--- src/hdl/mld_pkg.sv ---
// Package for the mouse-look direction block: constants, state codes,
// CORDIC control structs and the constant tables. No dependencies.
package mld_pkg;

	localparam int YAW_FULL   = 92160;
	localparam int PITCH_MAX  = 23040;
	localparam int ONE_Q14    = 16384;
	localparam int CORDIC_GAIN = 652032874;
	localparam int TABLE_LEN  = 24;
	localparam int ATAN_IW    = 5;

	// floor(a / 45) = (a * DIV45_MUL) >> DIV45_SHIFT, exact for a below 2^17
	localparam int DIV45_MUL   = 186414;
	localparam int DIV45_SHIFT = 23;
	localparam int TURN_SHIFT  = 21;

	localparam int CFG_IDX_W  = 3;
	localparam int CFG_DATA_W = 17;

	localparam logic [CFG_IDX_W-1:0] CFG_SENS   = 3'd0;
	localparam logic [CFG_IDX_W-1:0] CFG_PLIM   = 3'd1;
	localparam logic [CFG_IDX_W-1:0] CFG_IYAW   = 3'd2;
	localparam logic [CFG_IDX_W-1:0] CFG_IPITCH = 3'd3;

	typedef enum logic [3:0] {
		ST_IDLE,
		ST_MDX,
		ST_MDY,
		ST_PITCH,
		ST_RED,
		ST_T1,
		ST_T2,
		ST_T3,
		ST_CWAIT,
		ST_MX,
		ST_MZ,
		ST_FIN
	} mld_state_t;

	typedef struct packed {
		logic               start;
		logic [1:0]         quad;
		logic signed [31:0] z;
	} mld_cmd_t;

	typedef struct packed {
		logic               done;
		logic signed [31:0] cosv;
		logic signed [31:0] sinv;
	} mld_sts_t;

	// atan(2^-i) as a fraction of a full turn, 2^32 per turn
	function automatic logic [29:0] atan_turn(input logic [ATAN_IW-1:0] i);
		logic [29:0] v;
		case (i)
			5'd0:  v = 30'h20000000;
			5'd1:  v = 30'h12E4051E;
			5'd2:  v = 30'h09FB385B;
			5'd3:  v = 30'h051111D4;
			5'd4:  v = 30'h028B0D43;
			5'd5:  v = 30'h0145D7E1;
			5'd6:  v = 30'h00A2F61E;
			5'd7:  v = 30'h00517C55;
			5'd8:  v = 30'h0028BE53;
			5'd9:  v = 30'h00145F2F;
			5'd10: v = 30'h000A2F98;
			5'd11: v = 30'h000517CC;
			5'd12: v = 30'h00028BE6;
			5'd13: v = 30'h000145F3;
			5'd14: v = 30'h0000A2FA;
			5'd15: v = 30'h0000517D;
			5'd16: v = 30'h000028BE;
			5'd17: v = 30'h0000145F;
			5'd18: v = 30'h00000A30;
			5'd19: v = 30'h00000518;
			5'd20: v = 30'h0000028C;
			5'd21: v = 30'h00000146;
			5'd22: v = 30'h000000A3;
			5'd23: v = 30'h00000051;
			default: v = '0;
		endcase
		return v;
	endfunction

	// floor(r * 2^21 / 45) for r below 45; 2^21 = 45 * 46603 + 17
	function automatic logic [20:0] rem_turn(input logic [5:0] r);
		logic [4:0] f;
		case (r)
			6'd0, 6'd1, 6'd2:    f = 5'd0;
			6'd3, 6'd4, 6'd5:    f = 5'd1;
			6'd6, 6'd7:          f = 5'd2;
			6'd8, 6'd9, 6'd10:   f = 5'd3;
			6'd11, 6'd12, 6'd13: f = 5'd4;
			6'd14, 6'd15:        f = 5'd5;
			6'd16, 6'd17, 6'd18: f = 5'd6;
			6'd19, 6'd20, 6'd21: f = 5'd7;
			6'd22, 6'd23:        f = 5'd8;
			6'd24, 6'd25, 6'd26: f = 5'd9;
			6'd27, 6'd28, 6'd29: f = 5'd10;
			6'd30, 6'd31:        f = 5'd11;
			6'd32, 6'd33, 6'd34: f = 5'd12;
			6'd35, 6'd36, 6'd37: f = 5'd13;
			6'd38, 6'd39:        f = 5'd14;
			6'd40, 6'd41, 6'd42: f = 5'd15;
			6'd43, 6'd44:        f = 5'd16;
			default:             f = 5'd0;
		endcase
		return 21'(r) * 21'(46603) + 21'(f);
	endfunction

endpackage

--- src/hdl/mld_ifs.sv ---
// Handshake channels of the mouse-look direction block: pointer words,
// configuration writes and result words. Depends on mld_pkg.
interface mld_ptr_if #(parameter int POS_BITS = 12) ();
	logic                valid;
	logic                ready;
	logic [POS_BITS-1:0] pointer_x;
	logic [POS_BITS-1:0] pointer_y;
	modport source(output valid, output pointer_x, output pointer_y, input ready);
	modport sink(input valid, input pointer_x, input pointer_y, output ready);
endinterface

interface mld_cfg_if import mld_pkg::*; ();
	logic                  valid;
	logic                  ready;
	logic [CFG_IDX_W-1:0]  index;
	logic [CFG_DATA_W-1:0] data;
	modport source(output valid, output index, output data, input ready);
	modport sink(input valid, input index, input data, output ready);
endinterface

interface mld_res_if ();
	logic               valid;
	logic               ready;
	logic signed [15:0] dir_x;
	logic signed [15:0] dir_y;
	logic signed [15:0] dir_z;
	logic [16:0]        yaw_now;
	logic signed [15:0] pitch_now;
	modport source(output valid, output dir_x, output dir_y, output dir_z,
		output yaw_now, output pitch_now, input ready);
	modport sink(input valid, input dir_x, input dir_y, input dir_z,
		input yaw_now, input pitch_now, output ready);
endinterface

--- src/hdl/mouse_look_direction.sv ---
// Mouse-look camera direction: pointer words in, unit view vector words out.
// Each pointer word is worked through before the block accepts the next one;
// the work is the shared CORDIC unit, run once for pitch and once for yaw,
// plus the shared 32x32 multiplier steps and the yaw wrap, one conditional
// subtract per cycle. A finished result waits in the output register while
// the next word is accepted. Configuration writes take effect at once;
// initial_yaw and initial_pitch also load the current angles. Depends on
// mld_pkg, mld_ifs and mld_cordic.
module mouse_look_direction import mld_pkg::*; #(
	parameter int POS_BITS     = 12,
	parameter int CORDIC_STEPS = 16
) (
	input logic        clk,
	input logic        arst_n,
	mld_ptr_if.sink    pointer,
	mld_cfg_if.sink    cfg,
	mld_res_if.source  result
);

	localparam int SW   = POS_BITS + 10;
	localparam int VW   = POS_BITS + 11;
	localparam int KTOP = POS_BITS - 7;
	localparam int KW   = $clog2(KTOP + 1);
	localparam logic [VW:0] YOFF = (VW + 1)'(YAW_FULL) << (POS_BITS - 8);
	localparam logic signed [63:0] RND46 = 64'sd1 <<< 45;
	localparam logic signed [63:0] RND16 = 64'sd1 <<< 16 - 1;

	mld_state_t state_q, state_d;

	// control and angle state
	logic [15:0]        sens_q;
	logic [14:0]        plim_q;
	logic [16:0]        yaw_q;
	logic signed [15:0] pitch_q;
	logic               first_q;
	logic               sel_q;
	logic [KW-1:0]      k_q;
	logic               ovalid_q;

	// datapath
	logic [POS_BITS-1:0]  last_x_q;
	logic [POS_BITS-1:0]  last_y_q;
	logic signed [POS_BITS:0] dx_q;
	logic signed [POS_BITS:0] dy_q;
	logic [VW-1:0]        red_q;
	logic [10:0]          qa_q;
	logic signed [63:0]   p_q;
	logic signed [31:0]   cp_q;
	logic signed [31:0]   sp_q;
	logic signed [31:0]   cy_q;
	logic signed [31:0]   sy_q;
	logic signed [15:0]   dirx_q;
	logic signed [15:0]   o_dx_q;
	logic signed [15:0]   o_dy_q;
	logic signed [15:0]   o_dz_q;
	logic [16:0]          o_yaw_q;
	logic signed [15:0]   o_pitch_q;

	logic               mul_en;
	logic signed [31:0] ma;
	logic signed [31:0] mb;
	mld_cmd_t           ccmd;
	mld_sts_t           csts;

	logic                  accept;
	logic                  load_out;
	logic [POS_BITS-1:0]   lx;
	logic [POS_BITS-1:0]   ly;
	logic signed [63:0]    stp64;
	logic signed [SW-1:0]  step;
	logic signed [VW:0]    ysum;
	logic [VW-1:0]         kval;
	logic [VW-1:0]         red_nx;
	logic [14:0]           lim;
	logic signed [SW:0]    psum;
	logic signed [SW:0]    plim_s;
	logic signed [15:0]    pclamp;
	logic [16:0]           pwrap;
	logic [16:0]           ang;
	logic [16:0]           ra17;
	logic [31:0]           turn;
	logic [31:0]           tq;
	logic [1:0]            quad;
	logic [31:0]           rbits;
	logic signed [63:0]    rx;
	logic signed [63:0]    ry;
	logic [16:0]           iyaw;

	function automatic logic signed [15:0] sat14(input logic signed [63:0] r);
		logic signed [15:0] v;
		if (r > 64'sd16384)
			v = 16'(ONE_Q14);
		else if (r < -64'sd16384)
			v = -16'(ONE_Q14);
		else
			v = r[15:0];
		return v;
	endfunction

	mld_cordic #(.STEPS(CORDIC_STEPS)) u_cordic (
		.clk    (clk),
		.arst_n (arst_n),
		.cmd    (ccmd),
		.sts    (csts)
	);

	assign accept   = pointer.valid && pointer.ready;
	assign load_out = (state_q == ST_FIN) && (!ovalid_q || result.ready);
	assign lx = first_q ? pointer.pointer_x : last_x_q;
	assign ly = first_q ? pointer.pointer_y : last_y_q;

	// angle step, rounded half up
	assign stp64 = (p_q + 64'sd128) >>> 8;
	assign step  = stp64[SW-1:0];

	assign ysum   = signed'({{(VW - 16){1'b0}}, yaw_q}) + (VW + 1)'(step) + signed'(YOFF);
	assign kval   = VW'(YAW_FULL) << k_q;
	assign red_nx = (red_q >= kval) ? red_q - kval : red_q;

	assign lim    = (plim_q > 15'(PITCH_MAX)) ? 15'(PITCH_MAX) : plim_q;
	assign plim_s = signed'({{(SW + 1 - 15){1'b0}}, lim});
	assign psum   = (SW + 1)'(pitch_q) + (SW + 1)'(step);
	always_comb begin
		if (psum > plim_s)
			pclamp = plim_s[15:0];
		else if (psum < -plim_s)
			pclamp = 16'(-plim_s);
		else
			pclamp = psum[15:0];
	end

	// angle to turn fraction: floor(a * 2^32 / 92160) = (a/45) << 21 + rem
	assign pwrap = pitch_q[15] ? ({pitch_q[15], pitch_q} + 17'(YAW_FULL)) : {1'b0, pitch_q};
	assign ang   = sel_q ? yaw_q : pwrap;
	assign ra17  = ang - p_q[16:0];
	assign turn  = {qa_q, {TURN_SHIFT{1'b0}}} + {11'b0, rem_turn(ra17[5:0])};
	assign tq    = turn + 32'h2000_0000;
	assign quad  = tq[31:30];
	assign rbits = turn - {quad, 30'b0};

	assign rx = (p_q + RND46) >>> 46;
	assign ry = (64'(sp_q) + RND16) >>> 16;

	assign iyaw = (cfg.data >= 17'(YAW_FULL)) ? cfg.data - 17'(YAW_FULL) : cfg.data;

	assign pointer.ready = (state_q == ST_IDLE);
	assign cfg.ready     = 1'b1;

	assign result.valid     = ovalid_q;
	assign result.dir_x     = o_dx_q;
	assign result.dir_y     = o_dy_q;
	assign result.dir_z     = o_dz_q;
	assign result.yaw_now   = o_yaw_q;
	assign result.pitch_now = o_pitch_q;

	always_ff @(posedge clk or negedge arst_n) begin
		if (!arst_n)
			state_q <= ST_IDLE;
		else
			state_q <= state_d;
	end

	always_comb begin
		state_d    = state_q;
		mul_en     = 1'b0;
		ma         = '0;
		mb         = '0;
		ccmd.start = 1'b0;
		ccmd.quad  = quad;
		ccmd.z     = signed'(rbits);
		case (state_q)
			ST_IDLE: begin
				if (pointer.valid)
					state_d = ST_MDX;
			end
			ST_MDX: begin
				mul_en  = 1'b1;
				ma      = 32'(dx_q);
				mb      = signed'({16'b0, sens_q});
				state_d = ST_MDY;
			end
			ST_MDY: begin
				mul_en  = 1'b1;
				ma      = 32'(dy_q);
				mb      = signed'({16'b0, sens_q});
				state_d = ST_PITCH;
			end
			ST_PITCH: begin
				state_d = ST_RED;
			end
			ST_RED: begin
				if (k_q == '0)
					state_d = ST_T1;
			end
			ST_T1: begin
				mul_en  = 1'b1;
				ma      = signed'({15'b0, ang});
				mb      = 32'(DIV45_MUL);
				state_d = ST_T2;
			end
			ST_T2: begin
				mul_en  = 1'b1;
				ma      = signed'({21'b0, p_q[DIV45_SHIFT+10:DIV45_SHIFT]});
				mb      = 32'sd45;
				state_d = ST_T3;
			end
			ST_T3: begin
				ccmd.start = 1'b1;
				state_d    = ST_CWAIT;
			end
			ST_CWAIT: begin
				if (csts.done)
					state_d = sel_q ? ST_MX : ST_T1;
			end
			ST_MX: begin
				mul_en  = 1'b1;
				ma      = cp_q;
				mb      = cy_q;
				state_d = ST_MZ;
			end
			ST_MZ: begin
				mul_en  = 1'b1;
				ma      = cp_q;
				mb      = sy_q;
				state_d = ST_FIN;
			end
			ST_FIN: begin
				if (!ovalid_q || result.ready)
					state_d = ST_IDLE;
			end
			default: begin
				state_d = ST_IDLE;
			end
		endcase
	end

	always_ff @(posedge clk or negedge arst_n) begin
		if (!arst_n) begin
			sens_q   <= 16'd1311;
			plim_q   <= 15'd22784;
			yaw_q    <= '0;
			pitch_q  <= '0;
			first_q  <= 1'b1;
			sel_q    <= 1'b0;
			k_q      <= '0;
			ovalid_q <= 1'b0;
		end else begin
			if (load_out)
				ovalid_q <= 1'b1;
			else if (result.ready)
				ovalid_q <= 1'b0;
			if (accept)
				first_q <= 1'b0;
			case (state_q)
				ST_PITCH: begin
					pitch_q <= pclamp;
					k_q     <= KW'(KTOP);
					sel_q   <= 1'b0;
				end
				ST_RED: begin
					if (k_q == '0)
						yaw_q <= red_nx[16:0];
					else
						k_q <= k_q - 1'b1;
				end
				ST_CWAIT: begin
					if (csts.done)
						sel_q <= 1'b1;
				end
				default: begin
				end
			endcase
			if (cfg.valid) begin
				case (cfg.index)
					CFG_SENS:   sens_q  <= cfg.data[15:0];
					CFG_PLIM:   plim_q  <= cfg.data[14:0];
					CFG_IYAW:   yaw_q   <= iyaw;
					CFG_IPITCH: pitch_q <= cfg.data[15:0];
					default: begin
					end
				endcase
			end
		end
	end

	always_ff @(posedge clk) begin
		if (mul_en)
			p_q <= ma * mb;
		if (accept) begin
			dx_q     <= signed'({1'b0, pointer.pointer_x}) - signed'({1'b0, lx});
			dy_q     <= signed'({1'b0, ly}) - signed'({1'b0, pointer.pointer_y});
			last_x_q <= pointer.pointer_x;
			last_y_q <= pointer.pointer_y;
		end
		case (state_q)
			ST_MDY:   red_q <= ysum[VW-1:0];
			ST_RED:   red_q <= red_nx;
			ST_T2:    qa_q  <= p_q[DIV45_SHIFT+10:DIV45_SHIFT];
			ST_CWAIT: begin
				if (csts.done) begin
					if (sel_q) begin
						cy_q <= csts.cosv;
						sy_q <= csts.sinv;
					end else begin
						cp_q <= csts.cosv;
						sp_q <= csts.sinv;
					end
				end
			end
			ST_MZ:    dirx_q <= sat14(rx);
			default: begin
			end
		endcase
		if (load_out) begin
			o_dx_q    <= dirx_q;
			o_dy_q    <= sat14(ry);
			o_dz_q    <= sat14(rx);
			o_yaw_q   <= yaw_q;
			o_pitch_q <= pitch_q;
		end
	end

`ifndef SYNTHESIS
	a_yaw_wrapped: assert property (@(posedge clk) disable iff (!arst_n)
		yaw_q < 17'(YAW_FULL))
		else $error("yaw outside one turn");

	a_red_done: assert property (@(posedge clk) disable iff (!arst_n)
		(state_q == ST_RED && k_q == '0) |=> (red_q < VW'(YAW_FULL)))
		else $error("yaw reduction left a value above one turn");

	a_pitch_clamped: assert property (@(posedge clk) disable iff (!arst_n)
		(state_q == ST_FIN) |-> (pitch_q <= 16'sd23040 && pitch_q >= -16'sd23040))
		else $error("pitch beyond ninety degrees at result");

	a_cordic_done: assert property (@(posedge clk) disable iff (!arst_n)
		csts.done |-> (state_q == ST_CWAIT))
		else $error("cordic finished outside its wait state");
`endif

endmodule

--- src/hdl/mld_cordic.sv ---
// Iterative rotation-mode CORDIC, one micro-rotation per cycle, Q1.30.
// Returns cos and sin after quadrant fix-up. Depends on mld_pkg.
module mld_cordic import mld_pkg::*; #(
	parameter int STEPS = 16
) (
	input  logic     clk,
	input  logic     arst_n,
	input  mld_cmd_t cmd,
	output mld_sts_t sts
);

	localparam int IW = $clog2(STEPS);

	logic               busy_q;
	logic               done_q;
	logic [IW-1:0]      i_q;
	logic signed [32:0] x_q;
	logic signed [32:0] y_q;
	logic signed [33:0] z_q;
	logic [1:0]         quad_q;

	logic signed [32:0] xs;
	logic signed [32:0] ys;
	logic signed [33:0] atn;
	logic signed [32:0] nx;
	logic signed [32:0] ny;

	assign xs  = x_q >>> i_q;
	assign ys  = y_q >>> i_q;
	assign atn = signed'({4'b0, atan_turn(ATAN_IW'(i_q))});
	assign nx  = -x_q;
	assign ny  = -y_q;

	always_ff @(posedge clk or negedge arst_n) begin
		if (!arst_n) begin
			busy_q <= 1'b0;
			done_q <= 1'b0;
			i_q    <= '0;
		end else begin
			done_q <= 1'b0;
			if (cmd.start) begin
				busy_q <= 1'b1;
				i_q    <= '0;
			end else if (busy_q) begin
				if (i_q == IW'(STEPS - 1)) begin
					busy_q <= 1'b0;
					done_q <= 1'b1;
				end else begin
					i_q <= i_q + 1'b1;
				end
			end
		end
	end

	always_ff @(posedge clk) begin
		if (cmd.start) begin
			x_q    <= 33'(CORDIC_GAIN);
			y_q    <= '0;
			z_q    <= 34'(cmd.z);
			quad_q <= cmd.quad;
		end else if (busy_q) begin
			if (!z_q[33]) begin
				x_q <= x_q - ys;
				y_q <= y_q + xs;
				z_q <= z_q - atn;
			end else begin
				x_q <= x_q + ys;
				y_q <= y_q - xs;
				z_q <= z_q + atn;
			end
		end
	end

	always_comb begin
		sts.done = done_q;
		case (quad_q)
			2'd0: begin
				sts.cosv = x_q[31:0];
				sts.sinv = y_q[31:0];
			end
			2'd1: begin
				sts.cosv = ny[31:0];
				sts.sinv = x_q[31:0];
			end
			2'd2: begin
				sts.cosv = nx[31:0];
				sts.sinv = ny[31:0];
			end
			default: begin
				sts.cosv = y_q[31:0];
				sts.sinv = nx[31:0];
			end
		endcase
	end

endmodule

--- src/flat_wrapper.sv ---
// flat-port wrapper written by rule: the top's interface ports become plain ports
module mouse_look_direction_flat import mld_pkg::*;
#(
	parameter int POS_BITS     = 12,
	parameter int CORDIC_STEPS = 16
)
  (clk, arst_n, pointer_valid, pointer_pointer_x, pointer_pointer_y, pointer_ready, cfg_valid, cfg_index, cfg_data, cfg_ready, result_valid, result_dir_x, result_dir_y, result_dir_z, result_yaw_now, result_pitch_now, result_ready);
  mld_ptr_if #(.POS_BITS(POS_BITS)) pointer_i ();
  mld_cfg_if cfg_i ();
  mld_res_if result_i ();
  input logic clk;
  input logic arst_n;
  input wire logic [$bits(pointer_i.valid)-1:0] pointer_valid;
  input wire logic [$bits(pointer_i.pointer_x)-1:0] pointer_pointer_x;
  input wire logic [$bits(pointer_i.pointer_y)-1:0] pointer_pointer_y;
  output wire logic [$bits(pointer_i.ready)-1:0] pointer_ready;
  input wire logic [$bits(cfg_i.valid)-1:0] cfg_valid;
  input wire logic [$bits(cfg_i.index)-1:0] cfg_index;
  input wire logic [$bits(cfg_i.data)-1:0] cfg_data;
  output wire logic [$bits(cfg_i.ready)-1:0] cfg_ready;
  output wire logic [$bits(result_i.valid)-1:0] result_valid;
  output wire logic [$bits(result_i.dir_x)-1:0] result_dir_x;
  output wire logic [$bits(result_i.dir_y)-1:0] result_dir_y;
  output wire logic [$bits(result_i.dir_z)-1:0] result_dir_z;
  output wire logic [$bits(result_i.yaw_now)-1:0] result_yaw_now;
  output wire logic [$bits(result_i.pitch_now)-1:0] result_pitch_now;
  input wire logic [$bits(result_i.ready)-1:0] result_ready;
  assign pointer_i.valid = pointer_valid;
  assign pointer_i.pointer_x = pointer_pointer_x;
  assign pointer_i.pointer_y = pointer_pointer_y;
  assign pointer_ready = pointer_i.ready;
  assign cfg_i.valid = cfg_valid;
  assign cfg_i.index = cfg_index;
  assign cfg_i.data = cfg_data;
  assign cfg_ready = cfg_i.ready;
  assign result_valid = result_i.valid;
  assign result_dir_x = result_i.dir_x;
  assign result_dir_y = result_i.dir_y;
  assign result_dir_z = result_i.dir_z;
  assign result_yaw_now = result_i.yaw_now;
  assign result_pitch_now = result_i.pitch_now;
  assign result_i.ready = result_ready;
  mouse_look_direction #(.POS_BITS(POS_BITS), .CORDIC_STEPS(CORDIC_STEPS)) u_core (.clk(clk), .arst_n(arst_n), .pointer(pointer_i), .cfg(cfg_i), .result(result_i));
endmodule
--- config.mk ---
export PLATFORM = sky130hd
export DESIGN_NAME = mouse_look_direction_flat
export DESIGN_NICKNAME = d
export VERILOG_FILES = /design/src/hdl/mld_pkg.sv /design/src/hdl/mld_ifs.sv /design/src/hdl/mouse_look_direction.sv /design/src/hdl/mld_cordic.sv /design/src/flat_wrapper.sv
export SDC_FILE = /design/constraint.sdc
export NUM_CORES = 2
export LEC_CHECK = 0
export BUFFER_PORTS_ARGS = -buffer_cell sky130_fd_sc_hd__buf_2
export CAP_MARGIN = 15
export CORE_ASPECT_RATIO = 0.7
export CORE_UTILIZATION = 60
export DETAILED_ROUTE_END_ITERATION = 6
export PLACE_DENSITY_LB_ADDON = 0.12
export SYNTH_ARGS = -nofsm -noshare
export SYNTH_HDL_FRONTEND = slang
export SYNTH_SLANG_ARGS = --single-unit
--- constraint.sdc ---
create_clock -name clk -period 22.6 [get_ports clk]
set_clock_uncertainty 0.2 [all_clocks]
set_input_delay 1.13 -clock clk [delete_from_list [all_inputs] [get_ports clk]]
set_output_delay 1.13 -clock clk [all_outputs]
set_load 0.03 [all_outputs]
Word-level counts from Yosys, hierarchy flattened
Memory sizes are Yosys's and may differ from the RTL's.
Cells that the tools add are included.
{"block": "op_classes", "add_sub_neg": 27, "n_mul": 2, "n_lt_le_gt_ge": 9, "n_eq_ne": 24, "n_shift": 3, "muxes": 51, "bitwise": 1, "reduce_logical": 26}
{"operator": "32-bit case mux with 5 select lines", "n": 2}
{"operator": "64-bit case mux with 3 select lines", "n": 1}
{"operator": "16-bit two-way mux", "n": 8}
{"operator": "17-bit two-way mux", "n": 7}
{"operator": "34-bit two-way mux", "n": 3}
{"operator": "33-bit adder", "n": 2}
{"operator": "33-bit two-way mux", "n": 2}
{"operator": "33-bit by 4-bit >>> shifter with 33-bit output", "n": 2}
{"operator": "33-bit subtractor", "n": 2}
{"operator": "64-bit by 47-bit adder with 64-bit output (second input constant)", "n": 1}
{"operator": "32-bit by 32-bit multiplier with 64-bit output", "n": 1}
{"operator": "32-bit negator", "n": 2}
{"operator": "4-bit case mux with 12 select lines", "n": 1}
{"operator": "23-bit case mux with 2 select lines", "n": 1}
{"operator": "34-bit by 31-bit adder with 34-bit output", "n": 1}
{"operator": "34-bit by 31-bit subtractor with 34-bit output", "n": 1}
{"operator": "32-bit by 17-bit adder with 33-bit output (second input constant)", "n": 1}
{"operator": "32-bit by 21-bit adder with 32-bit output", "n": 1}
{"operator": "32-bit by 30-bit adder with 32-bit output (second input constant)", "n": 1}
{"operator": "4-bit two-way mux", "n": 8}
{"operator": "32-bit subtractor", "n": 1}
{"operator": "30-bit by 9-bit adder with 30-bit output (second input constant)", "n": 1}
{"operator": "12-bit by 12-bit subtractor with 13-bit output", "n": 2}
{"operator": "12-bit two-way mux", "n": 2}
{"operator": "51 further kinds", "n": 89}
{"block": "totals", "regBits": 555, "mem_bits_ro": 800, "in_bits": 49, "output_inout_bits": 84, "memories": 2}
{"name": "(name not given)", "depth": 16, "width": 30, "rd": 1, "rd_clocked_by_memory_dff": 0, "write_ports": 0, "line": "mld_pkg.sv:55", "rtl": "case (i)"}
{"name": "(name not given)", "depth": 64, "width": 5, "rd": 1, "rd_clocked_by_memory_dff": 0, "write_ports": 0, "line": "mld_pkg.sv:88", "rtl": "case (r)"}

Longest topological paths before layout
{"block": "depth", "depth_word": 10, "depth_mapped": 40}

Hierarchy
Synthesis repeated with hierarchy kept, for this count alone.
{"block": "unflattened", "hier_cells": 8445, "hier_area_um2": 77212.8}
{"mod": "mouse_look_direction", "instances": 1, "cells_each": 6183, "area_each_um2": 59702.3, "seq_area_each_um2": 12256.8}
{"mod": "mld_cordic", "instances": 1, "cells_each": 2262, "area_each_um2": 17510.5, "seq_area_each_um2": 2552.4}

Worst setup path after synthesis
No wires, ideal clock.
{"block": "synth_timing", "path_type": "register to register", "start": "register u_core.state_q[2]", "end": "register u_core.p_q[62], data pin", "setup_ns": 0.258, "t_arrival_ns": 9.358, "required_time_ns": 22.142, "path_slack_ns": 12.785, "stages_incl_launch_ff": 35, "path_buffers": 4, "period_less_slack_ns": 9.815, "cell_sequence": "dfrtp_1 -> or2_2 -> clkbuf_1 -> nor2_1 -> a22o_1 -> clkbuf_1 -> clkbuf_1 -> a21o_1 -> clkbuf_1 -> nand2_1 -> inv_1 -> fa_1 -> fa_1 -> inv_1 -> fa_1 -> fa_1 -> inv_1 -> fa_1 -> fa_1 -> fa_1 -> inv_1 -> fa_1 -> inv_1 -> ha_1 -> nand3_1 -> or3_1 -> nor3_1 -> a211o_1 -> a41oi_1 -> o31ai_1 -> a31oi_1 -> o311ai_0 -> o21a_1 -> nor2_1 -> xnor2_1"}
{"block": "synth_between", "elab_chain_len": 4, "word_cells_on_any_way": 11, "classes_between": "mul: 1; eq/ne: 6; mux: 2; reduce/logical: 2"}
{"item": "start, declared", "line": "mouse_look_direction.sv:28", "rtl": "mld_state_t state_q, state_d;"}
{"item": "start signal, assigned", "line": "mouse_look_direction.sv:160", "rtl": "state_q <= state_d;"}
{"item": "4-bit equality test, or another cell as far along", "line": "mouse_look_direction.sv:171", "rtl": "case (state_q)"}
{"item": "2-bit OR reduction (no line)"}
{"item": "32-bit case mux with 5 select lines", "line": "mouse_look_direction.sv:171"}
{"item": "32-bit by 32-bit multiplier with 64-bit output (*)", "line": "mouse_look_direction.sv:288", "rtl": "p_q <= ma * mb;"}
{"item": "end signal, assigned", "line": "mouse_look_direction.sv:288"}
{"item": "end, declared", "line": "mouse_look_direction.sv:47", "rtl": "logic signed [63:0] p_q;"}
Every way passes the cells marked *; elsewhere a longest branch is shown, timed or not.
A chain may end at the register's enable or synchronous reset.

Worst setup path in the final report
{"block": "layout_timing", "start": "register u_core.state_q[1]", "end": "register u_core.p_q[62], data pin"}
The elaborated chain is that of the path after synthesis.

==> results.json <==
{
  "netlist_area_mm2": 0.07532,
  "finalCritPeriodShare": 0.5243,
  "clockRootBuffer": "clkbuf_16",
  "arrival_ns": 12.08,
  "whs_path_depth": 0,
  "port_buffers": 131,
  "ff2ff_path_depth": 30,
  "startpoint_type": "register",
  "end_kind": "register",
  "num_io_pins": 133,
  "critPathTopFamily": "adder cells",
  "cts_buffers": 55,
  "h-tree-depth": 2,
  "hold_path.startpoint": "u_core.dirx_q[2]$_DFFE_PN_",
  "grt_pass1_wl_um": 356300,
  "yosys.area.top_type_share": 0.2929,
  "critPathBufInv": 5,
  "grt_pass1_vias": 59070,
  "hold_slack_ns": 0.2191,
  "clk_pin_slew_ns": 0.06,
  "worst_ep_required_time_ns": 22.83,
  "critical_path.slowest_cell": "o31ai_1",
  "insertion_delay_ns": 0.68,
  "syn_avg_cell_area_um2": 9.243,
  "cp_max_fo": 36,
  "wirelength_um": 229700,
  "synth_nets": 9795,
  "core-area_mm2": 0.1242,
  "avgRoutedWirePerCell_um": 23.51,
  "drv_slew": 0,
  "die_w_um": 425.5,
  "fmax_ghz": 0.08439,
  "cts_hold_buffers": 0,
  "rows": 108,
  "antenna_found_initial": 1,
  "place_hpwl_um": 179200,
  "grt.overflow.total": 0,
  "slew_headroom": 0.1718,
  "cts_tree": "built",
  "synth_edf_count": 382,
  "drt_pre_antenna_iters": 7,
  "first_iter_violations": 6819,
  "grt_max_degree": 100,
  "synth_area_leaders": "fa_1, edfxtp_1, ha_1, inv_1, nand2_1",
  "cts_resized": 0,
  "seq_area_frac_synth": 0.1966,
  "r2r_slack_ns": 10.75,
  "reg2reg_from": "u_core.state_q[1]$_DFFE_PN0P_",
  "cts_setup_buffers": 0,
  "die_area_mm2": 0.1270,
  "via_per_inst": 6.144,
  "grt_use_total": 0.3688,
  "fin_crit_ns": 11.85,
  "synth_ff_type": "edfxtp_1",
  "hold_class": "reg -> reg",
  "synthArstFlopShare": 0.1515,
  "area_growth_pct": 5.743,
  "critical_path_class": "reg -> reg",
  "vias": 60020,
  "tightestPinTransition_ns": 1.242,
  "initial_utilization": 0.6065,
  "status": "finished, violations left",
  "cts.path.max_buffers": 3,
  "max_stage_delay_ns": 0.86,
  "fin_nets": 9717,
  "cts_sinks": 528,
  "finalHoldViolations": 0,
  "cap_violations": 0,
  "gp_congestion": 1.021,
  "synth.distinct_cells": 90,
  "cp_common_cell": "fa_1",
  "synthCells": 8149,
  "ys_ff_latch": 528,
  "yosys_warnings": 0,
  "drive_gt1_frac": 0.07490,
  "yosys.area.top_type": "fa_1",
  "violations": "design-rule violations",
  "reg2reg_to": "u_core.p_q[62]$_DFFE_PP_",
  "rsz0062_at_grt": "false",
  "setup_viol": 0,
  "drc": 3,
  "antenna_left": 0,
  "finalSetupTns_ns": 0,
  "die_y_um": 298.4,
  "hold_end": "u_core.result.dir_x[2]$_DFFE_PP_"
}
## synth_stat cells (38+ instances only)
library cell,n
a21o_1,124
a21oi_1,411
o21a_1,53
and3_1,41
clkbuf_1,342
xor2_1,178
o21ai_0,290
buf_1,38
xnor2_1,283
a31oi_1,43
inv_1,1189
fa_1,1102
nor2_1,734
mux4_2,81
dfxtp_1,66
nand2_1,1151
mux2i_1,139
a22oi_1,40
ha_1,495
nor3_1,88
mux2_2,77
nand3_1,84
nor2b_1,74
dfrtp_1,68
nand2b_1,62
edfxtp_1,382
and2_1,44
## worst reg2reg max path, delay by kind of cell, from the launching register on
kind	cells	cell delay (ns)
adder cells (fa/ha/maj)	9	4.57
AO/OA/AOI/OAI	7	3.10
AND/OR/NAND/NOR	8	1.99
buffers and inverters	5	1.12
flip-flops	1	0.53
XOR/XNOR	1	0.11
## layout by cell type, fill, tap and decap left out, types with 139 or more instances in the layout
cell type,netlist,routed
o21ai_0,290,287
edfxtp_1,382,382
nor2_1,734,728
a21oi_1,411,407
buf_4,1,140
xor2_1,178,178
mux2i_1,139,139
xnor2_1,283,283
ha_1,495,495
inv_1,1189,1187
fa_1,1102,1102
nand2_1,1151,1151
## kinds of logic after synthesis
group           synth area share
simple gates              0.1388
buf+inv                  0.08019
fa+ha+maj                 0.3751
compound gates            0.1011
flops                     0.1966
xor+xnor                 0.05392
mux                      0.05420
other cells           0.00004979
## routing by layer
| metal | up-vias | track usage | share of wire |
|---|---|---|---|
| li1 | 26350 | - | - |
| met1 | 29890 | 0.5725 | 0.44 |
| met2 | 3384 | 0.5043 | 0.40 |
| met3 | 389 | 0.1083 | 0.13 |
| met4 | 2 | 0.08368 | 0.026 |
| met5 | - | 0.004074 | 0.00030 |
## registers in the layout (all words and copies together), names as in the netlist, 17 cells and up
signal and count:
u_core.cy_q 32, u_core.sp_q 17, u_core.u_cordic.z_q 34, u_core.p_q 52, u_core.red_q 23, u_core.u_cordic.x_q 33
u_core.cp_q 32, u_core.result.yaw_now 17, u_core.yaw_q 17, u_core.u_cordic.y_q 33, u_core.sy_q 32
## how the worst max path moves through the flow
stage                                        from                  endpoint  slack (ns)  depth (start not counted)
global route        u_core.state_q[1]$_DFFE_PN0P_  u_core.p_q[62]$_DFFE_PP_       10.20                         30
detailed placement  u_core.state_q[1]$_DFFE_PN0P_  u_core.p_q[62]$_DFFE_PP_       10.97                         30
global placement    u_core.state_q[1]$_DFFE_PN0P_  u_core.p_q[62]$_DFFE_PP_       11.23                         31
floorplan           u_core.state_q[2]$_DFFE_PN0P_  u_core.p_q[62]$_DFFE_PP_       12.78                         34
finish              u_core.state_q[1]$_DFFE_PN0P_  u_core.p_q[62]$_DFFE_PP_       10.75                         30
CTS                 u_core.state_q[1]$_DFFE_PN0P_  u_core.p_q[62]$_DFFE_PP_       10.97                         30
## area by class of cell
cell class | count | area (µm²)
antenna | 1 | 2.502
clock buffer | 64 | 1463
clock inverter | 39 | 446.7
fill | 10310 | 44540
inverter | 1192 | 4474
multi-input combinational | 6023 | 54650
sequential | 528 | 14820
tap | 1650 | 2064
timing repair buffer | 271 | 1717
## metrics by stage
step,worst slack [ns],area [µm²],utilization,std cells
after floorplan,12.78,75320,-,8149
after global placement,11.23,77720,0.6258,9663
after detailed placement,10.97,77720,0.6258,9663
after CTS,10.97,79630,0.6412,9766
after global routing,10.20,79640,0.6413,9767
final,10.75,79650,0.6413,9768
Power is left out: the tool's default activity adds up to more than one toggle a clock period on the data nets, which glitch-free logic cannot reach.
